File: config.mk
export PLATFORM = sky130hd
export DESIGN_NAME = ascii_to_hid_key_report_encoder_core
export DESIGN_NICKNAME = d
export VERILOG_FILES = /design/src/hw/rtl/a2h_pkg.sv /design/src/hw/rtl/ascii_to_hid_key_report_encoder_core.sv /design/src/hw/rtl/a2h_front.sv /design/src/hw/rtl/a2h_queue.sv /design/src/hw/rtl/a2h_back.sv
export VERILOG_INCLUDE_DIRS = /design/src /design/src/hw/rtl
export SDC_FILE = /design/constraint.sdc
export NUM_CORES = 1
export LEC_CHECK = 0
export BUFFER_PORTS_ARGS = -buffer_cell sky130_fd_sc_hd__buf_4
export CAP_MARGIN = 20
export CORE_MARGIN = 4
export CORE_UTILIZATION = 49
export DETAILED_ROUTE_END_ITERATION = 8
export GPL_TIMING_DRIVEN = 0
export PLACE_DENSITY = 0.78
export SLEW_MARGIN = 20
export SYNTH_ARGS = -nofsm -noshare
export SYNTH_HDL_FRONTEND = slang
export SYNTH_HIERARCHICAL = 1
export SYNTH_SLANG_ARGS = --single-unit
export TNS_END_PERCENT = 10
File: constraint.sdc
create_clock -name clk -period 4.3 [get_ports clk]
set_input_delay 1.075 -clock clk [delete_from_list [all_inputs] [get_ports clk]]
set_output_delay 1.075 -clock clk [all_outputs]
set_load 0.005 [all_outputs]
File: src/hw/rtl/ascii_to_hid_key_report_encoder_core_macros.svh
// Assertion macros shared by the HID report encoder RTL.
`ifndef ASCII_TO_HID_KEY_REPORT_ENCODER_CORE_MACROS_SVH
`define ASCII_TO_HID_KEY_REPORT_ENCODER_CORE_MACROS_SVH
`ifndef SYNTHESIS
// Same-cycle implication, held off while reset is asserted.
`define A2H_ASSERT_IMP(label, clk_i, rstn_i, ante, cons) \
  label: assert property (@(posedge clk_i) disable iff (!rstn_i) (ante) |-> (cons)) \
    else $error("a2h: same-cycle check failed");
// Next-cycle implication, held off while reset is asserted.
`define A2H_ASSERT_NXT(label, clk_i, rstn_i, ante, cons) \
  label: assert property (@(posedge clk_i) disable iff (!rstn_i) (ante) |=> (cons)) \
    else $error("a2h: next-cycle check failed");
`else
`define A2H_ASSERT_IMP(label, clk_i, rstn_i, ante, cons)
`define A2H_ASSERT_NXT(label, clk_i, rstn_i, ante, cons)
`endif
`endif

File: src/hw/rtl/a2h_pkg.sv
// Types, codes and key mapping for the ASCII to HID report encoder.
package a2h_pkg;

  typedef enum logic [0:0] {
    OP_CHAR = 1'b0,
    OP_LED  = 1'b1
  } op_t;

  // Position within one character's run of reports.
  typedef enum logic [1:0] {
    STEP_CAPS    = 2'd0,
    STEP_CAPS_UP = 2'd1,
    STEP_PRESS   = 2'd2,
    STEP_RELEASE = 2'd3
  } step_t;

  typedef enum logic [0:0] {
    BK_IDLE = 1'b0,
    BK_RUN  = 1'b1
  } back_state_t;

  localparam logic [7:0] SHIFT_PREFIX_RESET = 8'hE1;
  localparam logic [7:0] CAPS_USAGE         = 8'h39;
  localparam logic [7:0] LSHIFT             = 8'h02;
  localparam logic [7:0] LOWER_OFFSET       = 8'h5D;
  localparam logic [7:0] UPPER_OFFSET       = 8'h3D;
  localparam logic [7:0] DIGIT_OFFSET       = 8'h13;
  localparam logic [7:0] ZERO_USAGE         = 8'h27;
  localparam logic [7:0] SPECIAL_OFFSET     = 8'h88;
  localparam int unsigned LED_CAPS_BIT      = 1;

  typedef struct packed {
    logic [7:0] mod;
    logic [7:0] key;
  } key_t;

  // One classified character waiting for the report sequencer.
  typedef struct packed {
    logic       caps_first;
    logic [7:0] mod;
    logic [7:0] key;
  } job_t;

  typedef struct packed {
    logic [7:0] mod;
    logic [7:0] key;
    logic       last;
  } report_t;

  function automatic key_t punct_map(input logic [7:0] c);
    key_t r;
    r = '{mod: 8'h00, key: 8'h00};
    case (c)
      8'h20: r.key = 8'h2C;
      8'h21: r = '{mod: LSHIFT, key: 8'h1E};
      8'h22: r = '{mod: LSHIFT, key: 8'h34};
      8'h23: r = '{mod: LSHIFT, key: 8'h20};
      8'h24: r = '{mod: LSHIFT, key: 8'h21};
      8'h25: r = '{mod: LSHIFT, key: 8'h22};
      8'h26: r = '{mod: LSHIFT, key: 8'h24};
      8'h27: r.key = 8'h34;
      8'h28: r = '{mod: LSHIFT, key: 8'h26};
      8'h29: r = '{mod: LSHIFT, key: 8'h27};
      8'h2A: r = '{mod: LSHIFT, key: 8'h25};
      8'h2B: r = '{mod: LSHIFT, key: 8'h2E};
      8'h2C: r.key = 8'h36;
      8'h2D: r.key = 8'h2D;
      8'h2E: r.key = 8'h37;
      8'h2F: r.key = 8'h38;
      8'h3A: r = '{mod: LSHIFT, key: 8'h33};
      8'h3B: r.key = 8'h33;
      8'h3C: r = '{mod: LSHIFT, key: 8'h36};
      8'h3D: r.key = 8'h2E;
      8'h3E: r = '{mod: LSHIFT, key: 8'h37};
      8'h3F: r = '{mod: LSHIFT, key: 8'h38};
      8'h40: r = '{mod: LSHIFT, key: 8'h1F};
      8'h5B: r.key = 8'h2F;
      8'h5C: r.key = 8'h31;
      8'h5D: r.key = 8'h30;
      8'h5E: r = '{mod: LSHIFT, key: 8'h23};
      8'h5F: r = '{mod: LSHIFT, key: 8'h2D};
      8'h60: r.key = 8'h35;
      8'h7B: r = '{mod: LSHIFT, key: 8'h2F};
      8'h7C: r = '{mod: LSHIFT, key: 8'h31};
      8'h7D: r = '{mod: LSHIFT, key: 8'h30};
      8'h7E: r = '{mod: LSHIFT, key: 8'h35};
      8'h7F: r.key = 8'h4C;
      default: r = '{mod: 8'h00, key: 8'h00};
    endcase
    return r;
  endfunction

  function automatic key_t key_map(input logic [7:0] c);
    key_t r;
    r = '{mod: 8'h00, key: 8'h00};
    if (c inside {[8'h61:8'h7A]}) begin
      r.key = c - LOWER_OFFSET;
    end else if (c inside {[8'h41:8'h5A]}) begin
      r.key = c - UPPER_OFFSET;
    end else if (c inside {[8'h31:8'h39]}) begin
      r.key = c - DIGIT_OFFSET;
    end else if (c == 8'h30) begin
      r.key = ZERO_USAGE;
    end else if (c inside {[8'h80:8'h87]}) begin
      r.mod = 8'h01 << c[2:0];
    end else if (c inside {[8'hB0:8'hB3], [8'hC1:8'hCD], [8'hD1:8'hD5], [8'hD7:8'hDA]}) begin
      r.key = c - SPECIAL_OFFSET;
    end else begin
      r = punct_map(c);
    end
    return r;
  endfunction

  function automatic report_t report_for(input job_t j, input step_t s);
    report_t r;
    r = '{mod: 8'h00, key: 8'h00, last: 1'b0};
    case (s)
      STEP_CAPS:    r.key = CAPS_USAGE;
      STEP_CAPS_UP: r.key = 8'h00;
      STEP_PRESS: begin
        r.mod = j.mod;
        r.key = j.key;
      end
      STEP_RELEASE: r.last = 1'b1;
      default:      r.last = 1'b0;
    endcase
    return r;
  endfunction

endpackage

File: src/hw/rtl/ascii_to_hid_key_report_encoder_core.sv
// Top level of the ASCII to HID keyboard report encoder.
//
//   channel  direction  handshake           payload
//   in_      input      in_push / in_full   in_op, in_char_code, in_led_bits
//   out_     output     out_pop / out_empty out_modifier_bits, out_key_usage, out_last
//   cfg_     input      cfg_wr_en           cfg_wr_data (shift prefix code)
//
// A character leaves as 2 reports, or 4 when a caps-lock toggle goes first, one report
// per cycle from the sequencer and its output register while out_pop keeps up.
// LED items and the shift prefix are taken on the input and produce no report.
// A character's first report is held in the job queue, then in the output register.
// in_full rises while the job queue holds QUEUE_DEPTH characters.
// Synchronous active-low reset: prefix code 0xE1, caps lock clear, queue and output empty.
module ascii_to_hid_key_report_encoder_core
  import a2h_pkg::*;
#(
  parameter int QUEUE_DEPTH = 4
) (
  input  logic       clk,
  input  logic       rst_n,
  input  logic       cfg_wr_en,
  input  logic [7:0] cfg_wr_data,
  input  logic       in_push,
  output logic       in_full,
  input  logic       in_op,
  input  logic [7:0] in_char_code,
  input  logic [7:0] in_led_bits,
  output logic       out_empty,
  input  logic       out_pop,
  output logic [7:0] out_modifier_bits,
  output logic [7:0] out_key_usage,
  output logic       out_last
);

  logic q_wr_en;
  job_t q_wr_data;
  logic q_full;
  logic q_rd_en;
  job_t q_rd_data;
  logic q_empty;

  a2h_front u_front (
    .clk          (clk),
    .rst_n        (rst_n),
    .cfg_wr_en    (cfg_wr_en),
    .cfg_wr_data  (cfg_wr_data),
    .in_push      (in_push),
    .in_full      (in_full),
    .in_op        (in_op),
    .in_char_code (in_char_code),
    .in_led_bits  (in_led_bits),
    .q_full       (q_full),
    .q_wr_en      (q_wr_en),
    .q_wr_data    (q_wr_data)
  );

  a2h_queue #(
    .DEPTH (QUEUE_DEPTH)
  ) u_queue (
    .clk     (clk),
    .rst_n   (rst_n),
    .wr_en   (q_wr_en),
    .wr_data (q_wr_data),
    .full    (q_full),
    .rd_en   (q_rd_en),
    .rd_data (q_rd_data),
    .empty   (q_empty)
  );

  a2h_back u_back (
    .clk               (clk),
    .rst_n             (rst_n),
    .q_empty           (q_empty),
    .q_rd_data         (q_rd_data),
    .q_rd_en           (q_rd_en),
    .out_empty         (out_empty),
    .out_pop           (out_pop),
    .out_modifier_bits (out_modifier_bits),
    .out_key_usage     (out_key_usage),
    .out_last          (out_last)
  );

endmodule

File: src/hw/rtl/a2h_front.sv
// Front end: takes items, tracks caps lock and the prefix code, classifies characters.
module a2h_front
  import a2h_pkg::*;
(
  input  logic       clk,
  input  logic       rst_n,
  input  logic       cfg_wr_en,
  input  logic [7:0] cfg_wr_data,
  input  logic       in_push,
  output logic       in_full,
  input  logic       in_op,
  input  logic [7:0] in_char_code,
  input  logic [7:0] in_led_bits,
  input  logic       q_full,
  output logic       q_wr_en,
  output job_t       q_wr_data
);

  logic [7:0] shift_prefix_r;
  logic [7:0] shift_prefix_nxt;
  logic       caps_lit_r;
  logic       caps_lit_nxt;
  logic       accept;
  logic       is_lower;
  logic       is_upper;
  key_t       mapped;

  assign in_full  = q_full;
  assign accept   = in_push && !in_full;
  assign is_lower = in_char_code inside {[8'h61:8'h7A]};
  assign is_upper = in_char_code inside {[8'h41:8'h5A]};
  assign mapped   = key_map(in_char_code);

  always_comb begin
    shift_prefix_nxt = cfg_wr_en ? cfg_wr_data : shift_prefix_r;
    caps_lit_nxt     = caps_lit_r;
    if (accept && (in_op == OP_LED)) begin
      caps_lit_nxt = in_led_bits[LED_CAPS_BIT];
    end
  end

  // Drop LED items and the shift prefix; everything else becomes one job.
  always_comb begin
    q_wr_en              = accept && (in_op == OP_CHAR) && (in_char_code != shift_prefix_r);
    q_wr_data.caps_first = (is_lower && caps_lit_r) || (is_upper && !caps_lit_r);
    q_wr_data.mod        = mapped.mod;
    q_wr_data.key        = mapped.key;
  end

  always_ff @(posedge clk) begin
    if (!rst_n) begin
      shift_prefix_r <= SHIFT_PREFIX_RESET;
      caps_lit_r     <= 1'b0;
    end else begin
      shift_prefix_r <= shift_prefix_nxt;
      caps_lit_r     <= caps_lit_nxt;
    end
  end

endmodule

File: src/hw/rtl/a2h_queue.sv
// Short job queue between the classifier and the report sequencer.
`include "ascii_to_hid_key_report_encoder_core_macros.svh"
module a2h_queue
  import a2h_pkg::*;
#(
  parameter int DEPTH = 4
) (
  input  logic clk,
  input  logic rst_n,
  input  logic wr_en,
  input  job_t wr_data,
  output logic full,
  input  logic rd_en,
  output job_t rd_data,
  output logic empty
);

  localparam int AW = (DEPTH > 1) ? $clog2(DEPTH) : 1;
  localparam int CW = $clog2(DEPTH + 1);

  job_t          mem_r [DEPTH];
  logic [AW-1:0] wr_ptr_r;
  logic [AW-1:0] wr_ptr_nxt;
  logic [AW-1:0] rd_ptr_r;
  logic [AW-1:0] rd_ptr_nxt;
  logic [CW-1:0] count_r;
  logic [CW-1:0] count_nxt;

  assign full    = (count_r == CW'(DEPTH));
  assign empty   = (count_r == '0);
  assign rd_data = mem_r[rd_ptr_r];

  always_comb begin
    wr_ptr_nxt = wr_ptr_r;
    rd_ptr_nxt = rd_ptr_r;
    count_nxt  = count_r;
    if (wr_en) begin
      wr_ptr_nxt = (wr_ptr_r == AW'(DEPTH - 1)) ? '0 : wr_ptr_r + AW'(1);
    end
    if (rd_en) begin
      rd_ptr_nxt = (rd_ptr_r == AW'(DEPTH - 1)) ? '0 : rd_ptr_r + AW'(1);
    end
    if (wr_en && !rd_en) begin
      count_nxt = count_r + CW'(1);
    end else if (rd_en && !wr_en) begin
      count_nxt = count_r - CW'(1);
    end
  end

  always_ff @(posedge clk) begin
    if (wr_en) begin
      mem_r[wr_ptr_r] <= wr_data;
    end
  end

  always_ff @(posedge clk) begin
    if (!rst_n) begin
      wr_ptr_r <= '0;
      rd_ptr_r <= '0;
      count_r  <= '0;
    end else begin
      wr_ptr_r <= wr_ptr_nxt;
      rd_ptr_r <= rd_ptr_nxt;
      count_r  <= count_nxt;
    end
  end

  `A2H_ASSERT_IMP(a_queue_no_overflow, clk, rst_n, wr_en, !full)
  `A2H_ASSERT_IMP(a_queue_no_underflow, clk, rst_n, rd_en, !empty)
  `A2H_ASSERT_IMP(a_queue_count_in_range, clk, rst_n, 1'b1, count_r <= CW'(DEPTH))

endmodule

File: src/hw/rtl/a2h_back.sv
// Back end: steps each job through its reports into the output register.
`include "ascii_to_hid_key_report_encoder_core_macros.svh"
module a2h_back
  import a2h_pkg::*;
(
  input  logic       clk,
  input  logic       rst_n,
  input  logic       q_empty,
  input  job_t       q_rd_data,
  output logic       q_rd_en,
  output logic       out_empty,
  input  logic       out_pop,
  output logic [7:0] out_modifier_bits,
  output logic [7:0] out_key_usage,
  output logic       out_last
);

  back_state_t state_r;
  back_state_t state_nxt;
  step_t       step_r;
  step_t       step_nxt;
  job_t        job_r;
  job_t        job_nxt;
  logic        out_valid_r;
  logic        out_valid_nxt;
  report_t     out_rpt_r;
  report_t     out_rpt_nxt;
  logic        load;
  logic        emit;
  step_t       emit_step;
  job_t        emit_job;

  // The output register takes a new report when it is empty or being transferred.
  assign load = !out_valid_r || out_pop;

  always_comb begin
    state_nxt = state_r;
    case (state_r)
      BK_IDLE: if (load && !q_empty) state_nxt = BK_RUN;
      BK_RUN:  if (load && (step_r == STEP_RELEASE)) state_nxt = BK_IDLE;
      default: state_nxt = BK_IDLE;
    endcase
  end

  always_comb begin
    q_rd_en   = 1'b0;
    emit      = 1'b0;
    emit_step = step_r;
    emit_job  = job_r;
    case (state_r)
      BK_IDLE: begin
        q_rd_en   = load && !q_empty;
        emit      = q_rd_en;
        emit_job  = q_rd_data;
        emit_step = q_rd_data.caps_first ? STEP_CAPS : STEP_PRESS;
      end
      BK_RUN: begin
        emit = load;
      end
      default: emit = 1'b0;
    endcase
    job_nxt       = emit ? emit_job : job_r;
    step_nxt      = emit ? step_t'(emit_step + 2'd1) : step_r;
    out_valid_nxt = load ? emit : out_valid_r;
    out_rpt_nxt   = (load && emit) ? report_for(emit_job, emit_step) : out_rpt_r;
  end

  always_ff @(posedge clk) begin
    if (!rst_n) begin
      state_r     <= BK_IDLE;
      step_r      <= STEP_CAPS;
      out_valid_r <= 1'b0;
    end else begin
      state_r     <= state_nxt;
      step_r      <= step_nxt;
      out_valid_r <= out_valid_nxt;
    end
  end

  always_ff @(posedge clk) begin
    job_r     <= job_nxt;
    out_rpt_r <= out_rpt_nxt;
  end

  assign out_empty         = !out_valid_r;
  assign out_modifier_bits = out_rpt_r.mod;
  assign out_key_usage     = out_rpt_r.key;
  assign out_last          = out_rpt_r.last;

  `A2H_ASSERT_IMP(a_run_has_report, clk, rst_n, state_r == BK_RUN, out_valid_r)
  `A2H_ASSERT_NXT(a_take_shows_report, clk, rst_n, q_rd_en, out_valid_r)
  `A2H_ASSERT_IMP(a_release_is_blank, clk, rst_n, out_valid_r && out_rpt_r.last,
                  (out_rpt_r.mod == 8'h00) && (out_rpt_r.key == 8'h00))

endmodule

After elaboration in Yosys (flattened, before gate mapping):

Memory sizes are Yosys's and may differ from the RTL's. A register that Yosys moved wholly into a read port is not among the register bits.
Cells that the tools add are included.

* eq/ne operators: 42
* shifts and indexed selects: 1
* order comparisons: 16
* bitwise gates (word level): 2
* reductions and logical operators: 43
* multiplexer cells: 32
* add/subtract/negate cells: 9

Operators with widths (count)
* $eq 8x6->1 const B: 23
* $pmux 7 s23: 1
* $eq 8x7->1 const B: 12
* $mux 8: 12
* $ge 8x8->1 const B: 5
* $le 8x8->1 const B: 5
* $reduce_or 2->1: 11
* $reduce_or 21->1: 1
* $logic_and 1x1->1: 19
* $ge 8x7->1 const B: 2
* $le 8x7->1 const B: 2
* $mux 16: 1
* $pmux 8 s2: 1
* $mux 2: 7
* $eq 2x2->1 const B: 5
* $ge 8x6->1 const B: 1
* $le 8x6->1 const B: 1
* $ne 8x8->1: 1
* $shl 1x3->8 const A: 1
* $sub 8x5->8 const B: 1
* $sub 8x6->8 const B: 1
* $sub 8x7->8 const B: 1
* $sub 8x8->8 const B: 1
* $add 2x1->2 const B: 3
* other kinds (13): 27

* logic and storage cells: 159
* register bits: 53
* bits in writable memories: 68
* memories kept: 1
* input port bits: 30
* output and inout bits: 19

Memories
* u_queue.mem_r: depth 4, bits a word 17, rd ports 1, clocked after Yosys merged registers in 1, write ports 1, line a2h_queue.sv:21 `job_t mem_r [DEPTH];`

Logic depth before layout (Yosys ltp):

* word-level depth: 9
* gate-level depth with buffers: 11
* depth with buffers taken out: 9

Hierarchy:

Netlist, hierarchy kept.

Modules (own cells, without submodules)
* a2h_queue: cells each 133, area an instance 2950.3 um^2, times used 1, sequential area each 2222.1 um^2
* a2h_front: cells each 249, area an instance 1699.1 um^2, times used 1, sequential area each 180.2 um^2
* a2h_back: cells each 100, area an instance 1606.5 um^2, times used 1, sequential area each 1071.0 um^2

Least setup slack after synthesis:

OpenSTA, ideal clock, no wires.

* path type: input to register
* from: input port in_char_code[2]
* to: register u_queue.count_r[2]
* stages on the path: 11
* data required time: 4.224 ns
* slack: 0.069 ns
* arrival time: 4.155 ns
* library setup time: 0.076 ns
* path buffers: 2
* path through: buf_2 buf_1 xor2_1 nor4_1 a2111oi_0 ha_1 inv_1 fa_1 xor2_1 or3_1 a21boi_0

* word-level cells in the longest chain between the ends: 5
* elaborated cells between the ends (all ways): 7
* those cells by class: eq/ne: 1; mux: 1; reduce/logical: 5

Ends and longest elaborated chain
* start: declaration: line ascii_to_hid_key_report_encoder_core.sv:26 `input logic [7:0] in_char_code,`
* $ne 8x8->1 *: line a2h_front.sv:44 `q_wr_en = accept && (in_op == OP_CHAR) && (in_char_code != shift_prefix_r);`
* $logic_and 1x1->1 *: line a2h_front.sv:44
* via q_wr_en: line ascii_to_hid_key_report_encoder_core.sv:35 `logic q_wr_en;`
* $logic_not 1->1: line a2h_queue.sv:45 `end else if (rd_en && !wr_en) begin`
* $logic_and 1x1->1: line a2h_queue.sv:45
* $reduce_bool 2->1 (no line)
* end signal: assignment: line a2h_queue.sv:64 `count_r <= count_nxt;`
* end: declaration: line a2h_queue.sv:26 `logic [CW-1:0] count_r;`

Mark *: on every way through the listed nets, which the timed path passes. The rest lies on a longest branch.
A chain may end at the register's enable or synchronous reset.

Final worst setup path:

* from: input port in_char_code[3]
* to: register u_queue.count_r[2]

The elaborated chain is that of the path after synthesis.

==> flow_summary.ini <==
[status]
result_of_the_run = finished, final reports clean

[sta]
drv_slew = 0
rsz0062_at_grt = false
timing.final.crit_share_pct = 93.14
worstMarginPinSlew_ps = 1041
timing.final.setup_violations = 0
timing.slew.headroom_pct = 30.58
worst_hold_slack_ps = 471.8
timing.clock.skew_ps = 6.543
highest_clock_rate_mhz = 249.7
finalCriticalPeriod_ps = 4005
finalHoldViolCount = 0

[synth]
yosys-mux-area-fraction_pct = 12.44
synth_fa_ha_area_share_pct = 3.920
synth_cells = 482
postSynthRegisterBits = 123
yosysMostFrequentCell = sky130_fd_sc_hd__edfxtp_1
async_reset_ff_share_pct = 0
synth_enable_flop_cells = 101
post_synthesis_share_of_cell_area_spent_on_and_or_nand_and_nor_gates_pct = 12.80
yosys.area.top_type_share_pct = 48.48
largest_family_of_logic_cells_by_synthesized_area = simple AND/OR/NAND/NOR gates
synth_compound_area_share_pct = 9.580
synth_cell_type_count = 74
yosys-top-cells-count = sky130_fd_sc_hd__edfxtp_1 (101), sky130_fd_sc_hd__nand2_1 (39), sky130_fd_sc_hd__dfxtp_1 (22)
synth-main-ff-cell = sky130_fd_sc_hd__edfxtp_1
post_synthesis_net_count = 531
synth_area_per_cell_um2 = 12.98
synth.largest_area_cell = sky130_fd_sc_hd__edfxtp_1
yosysWarnings = 6
yosys.area_share.xor_xnor_pct = 1.680
synthesis.area_um2 = 6256
synth-seq-area-share_pct = 55.52
synth.area.top_cells = sky130_fd_sc_hd__edfxtp_1 (48%), sky130_fd_sc_hd__dfxtp_1 (7.0%), sky130_fd_sc_hd__ha_1 (3.6%)

[floorplan]
die_w_um = 121.0
floorplan.die_area_um2 = 14640
placeableCoreArea_um2 = 12570
row_count = 41
initial_core_util_pct = 49.78
fp.dieH_um = 121.0
number_of_ports_placed_on_the_die_boundary = 49

[finish]
antenna-diode-count = 0
num-nets-final = 590
layout.filler_cells = 996
post_route_cells_drive_above_1_share_pct = 21.52
syn_to_final_growth_pct = 17.06

[min_path]
min_delay_path_class = register to register

[critical_path]
worstSetupStartpointType = input port
critical_path.reg2reg.endpoint = u_queue/count_r[2]
cp_slowest_stage_delay_ps = 690
critPathRequiredTime_ps = 4620
regToRegStartpoint = u_front/shift_prefix_r[6]
kind_of_critical_path = input port to register
cp-end-kind = register
path_common_cell = sky130_fd_sc_hd__xor2_1
cp_data_arrival_time_ps = 4320
setup.worst_path.start = in_char_code[3]
timing.critical_path.to = u_queue/count_r[2]
ff2ff_path_depth = 9
timing.critical_path.slowest_stage_cell = sky130_fd_sc_hd__a2111oi_2
timing.critical_path.cells = buf_4 -> buf_2 -> buf_1 -> xor2_1 -> nor4_1 -> a2111oi_2 -> ha_1 -> inv_1 -> fa_1 -> xor2_1 -> or3_1 -> a21boi_0
worstPathMaxFanout = 10
r2r_setup_slack_ps = 1400

[clocking]
clock_insertion_delay_worst_skew_ps = 400
cts_htree_levels = 4
cts_hold_repair.buffers = 0
cts_resized = 0
tritoncts_clock_tree = done
post-cts-setup-buffer-count = 0
clock_sink_count = 123
tritoncts.num_buffers = 17
cts.reportedPaths.clkPinSlew_ps = 50
largest_buffer_count_on_any_clock_path = 2
cts_root_buffer = sky130_fd_sc_hd__clkbuf_16

[routing]
drc_errors = 0
drt-vias-per-instance = 5.714
detailedRoute.firstIterationViolations = 299
total_number_of_vias = 4143
wire_per_inst_um = 18.39
detailedRoute.firstPassIterationCount = 5
ant_nets = 0
routed_wl_mm = 13.33

[global_route]
largest_net_degree_at_the_start_of_global_routing = 22
grt_pass1_wl_mm = 21.91
grt_usage_pct = 19.47
grt.overflow.total = 0
via_count_of_the_first_global_routing_pass = 4340
antenna_found_initial = 0

[placement]
dp.final_hpwl_mm = 9.606
gpl_congestion = 0.9516
placement.io_buffers = 40

[run]
cap_viol_max_count = 0

[power_and_ir_drop]
power.ir.vdd_worst_mv = 0.2578
power_per_cell_area_nw_per_um2 = 564.5
cellLeakagePower_nw = 2.767
total_power_w = 0.004134
worst max-delay path, delay by kind of cell:
family / cells / cell delay [ps]
compound gates: 2 / 900
buf+inv: 4 / 890
fa+ha+maj: 2 / 690
simple gates: 2 / 420
xor+xnor: 2 / 350
stage by stage:
| step | area, um2 | utilization [%] | setup slack (ps) | setup TNS [ps] | instances |
|---|---|---|---|---|---|
| after CTS | 7323 | 58.27 | 300.4 | 0 | 725 |
| after global placement | 6771 | 53.88 | -776.0 | -41720 | 694 |
| final | 7323 | 58.27 | 294.9 | 0 | 725 |
| after floorplan | 6256 | - | 69.18 | 0 | 482 |
| after global routing | 7323 | 58.27 | 39.30 | 0 | 725 |
| after detailed placement | 6782 | 53.96 | -128.4 | -128.4 | 694 |
worst min-delay path by stage:
stage                            end  cells after the start              from  slack, ps
detailed placement  u_back/step_r[1]                      2  u_back/step_r[1]        460
global route        u_back/step_r[1]                      2  u_back/step_r[1]        490
CTS                 u_back/step_r[1]                      2  u_back/step_r[1]        470
finish              u_back/step_r[1]                      2  u_back/step_r[1]        470
floorplan           u_back/step_r[1]                      2  u_back/step_r[1]        430
global placement    u_back/step_r[1]                      2  u_back/step_r[1]        440
report_power, final:
| part | total, W | internal, W | switching, W |
|---|---|---|---|
| clock network | 0.00130 | 0.000838 | 0.000458 |
| registers | 0.00173 | 0.00164 | 0.0000843 |
| logic | 0.00111 | 0.000554 | 0.000557 |
| total | 0.00413 | 0.00304 | 0.00110 |
registers in the layout (all words and copies together), names as in the netlist, 3 cells and up, named ones only:
| signal | cells |
|---|---|
| u_back/job_r | 16 |
| u_queue/mem_r | 68 |
| u_queue/count_r | 3 |
| u_back/out_key_usage | 8 |
| u_back/out_modifier_bits | 8 |
| u_front/shift_prefix_r | 8 |
kinds of logic after synthesis:
| group | after synthesis |
|---|---|
| AND/OR/NAND/NOR | 150 |
| other | 1 |
| flip-flops | 123 |
| adder cells (fa/ha/maj) | 19 |
| AO/OA/AOI/OAI | 84 |
| multiplexers | 47 |
| buffers and inverters | 46 |
| XOR/XNOR | 12 |
cell usage in the layout, fill, tap and decap left out, types with 14 or more instances in the layout:
cell / instances
sky130_fd_sc_hd__and2_1: 20
sky130_fd_sc_hd__buf_4: 43
sky130_fd_sc_hd__clkbuf_16: 17
sky130_fd_sc_hd__dfxtp_1: 22
sky130_fd_sc_hd__edfxtp_1: 101
sky130_fd_sc_hd__ha_1: 18
sky130_fd_sc_hd__inv_1: 16
sky130_fd_sc_hd__mux2i_1: 14
sky130_fd_sc_hd__nand2_1: 39
sky130_fd_sc_hd__nor2_1: 20
sky130_fd_sc_hd__nor2b_1: 16
layer usage:
metal | up-vias | GRT usage, % | part of all wire [%]
met5 | - | 0 | 0
met4 | 0 | 10.55 | 3.8
met3 | 41 | 4.615 | 5.7
met2 | 156 | 31.75 | 48
met1 | 1995 | 23.94 | 42
li1 | 1951 | - | -
cell type report:
cell class                 instances  area, um2  share of cell area [%]
buffer                            28      182.7                   2.494
clock buffer                      21      440.4                   6.014
clock inverter                    10      101.3                   1.384
inverter                          18      67.56                  0.9226
multi-input combinational        313       2542                   34.72
sequential                       123       3473                   47.43
tap                              172      215.2                   2.939
timing repair buffer              40      300.3                   4.100
(Power assumes the default switching activity.)
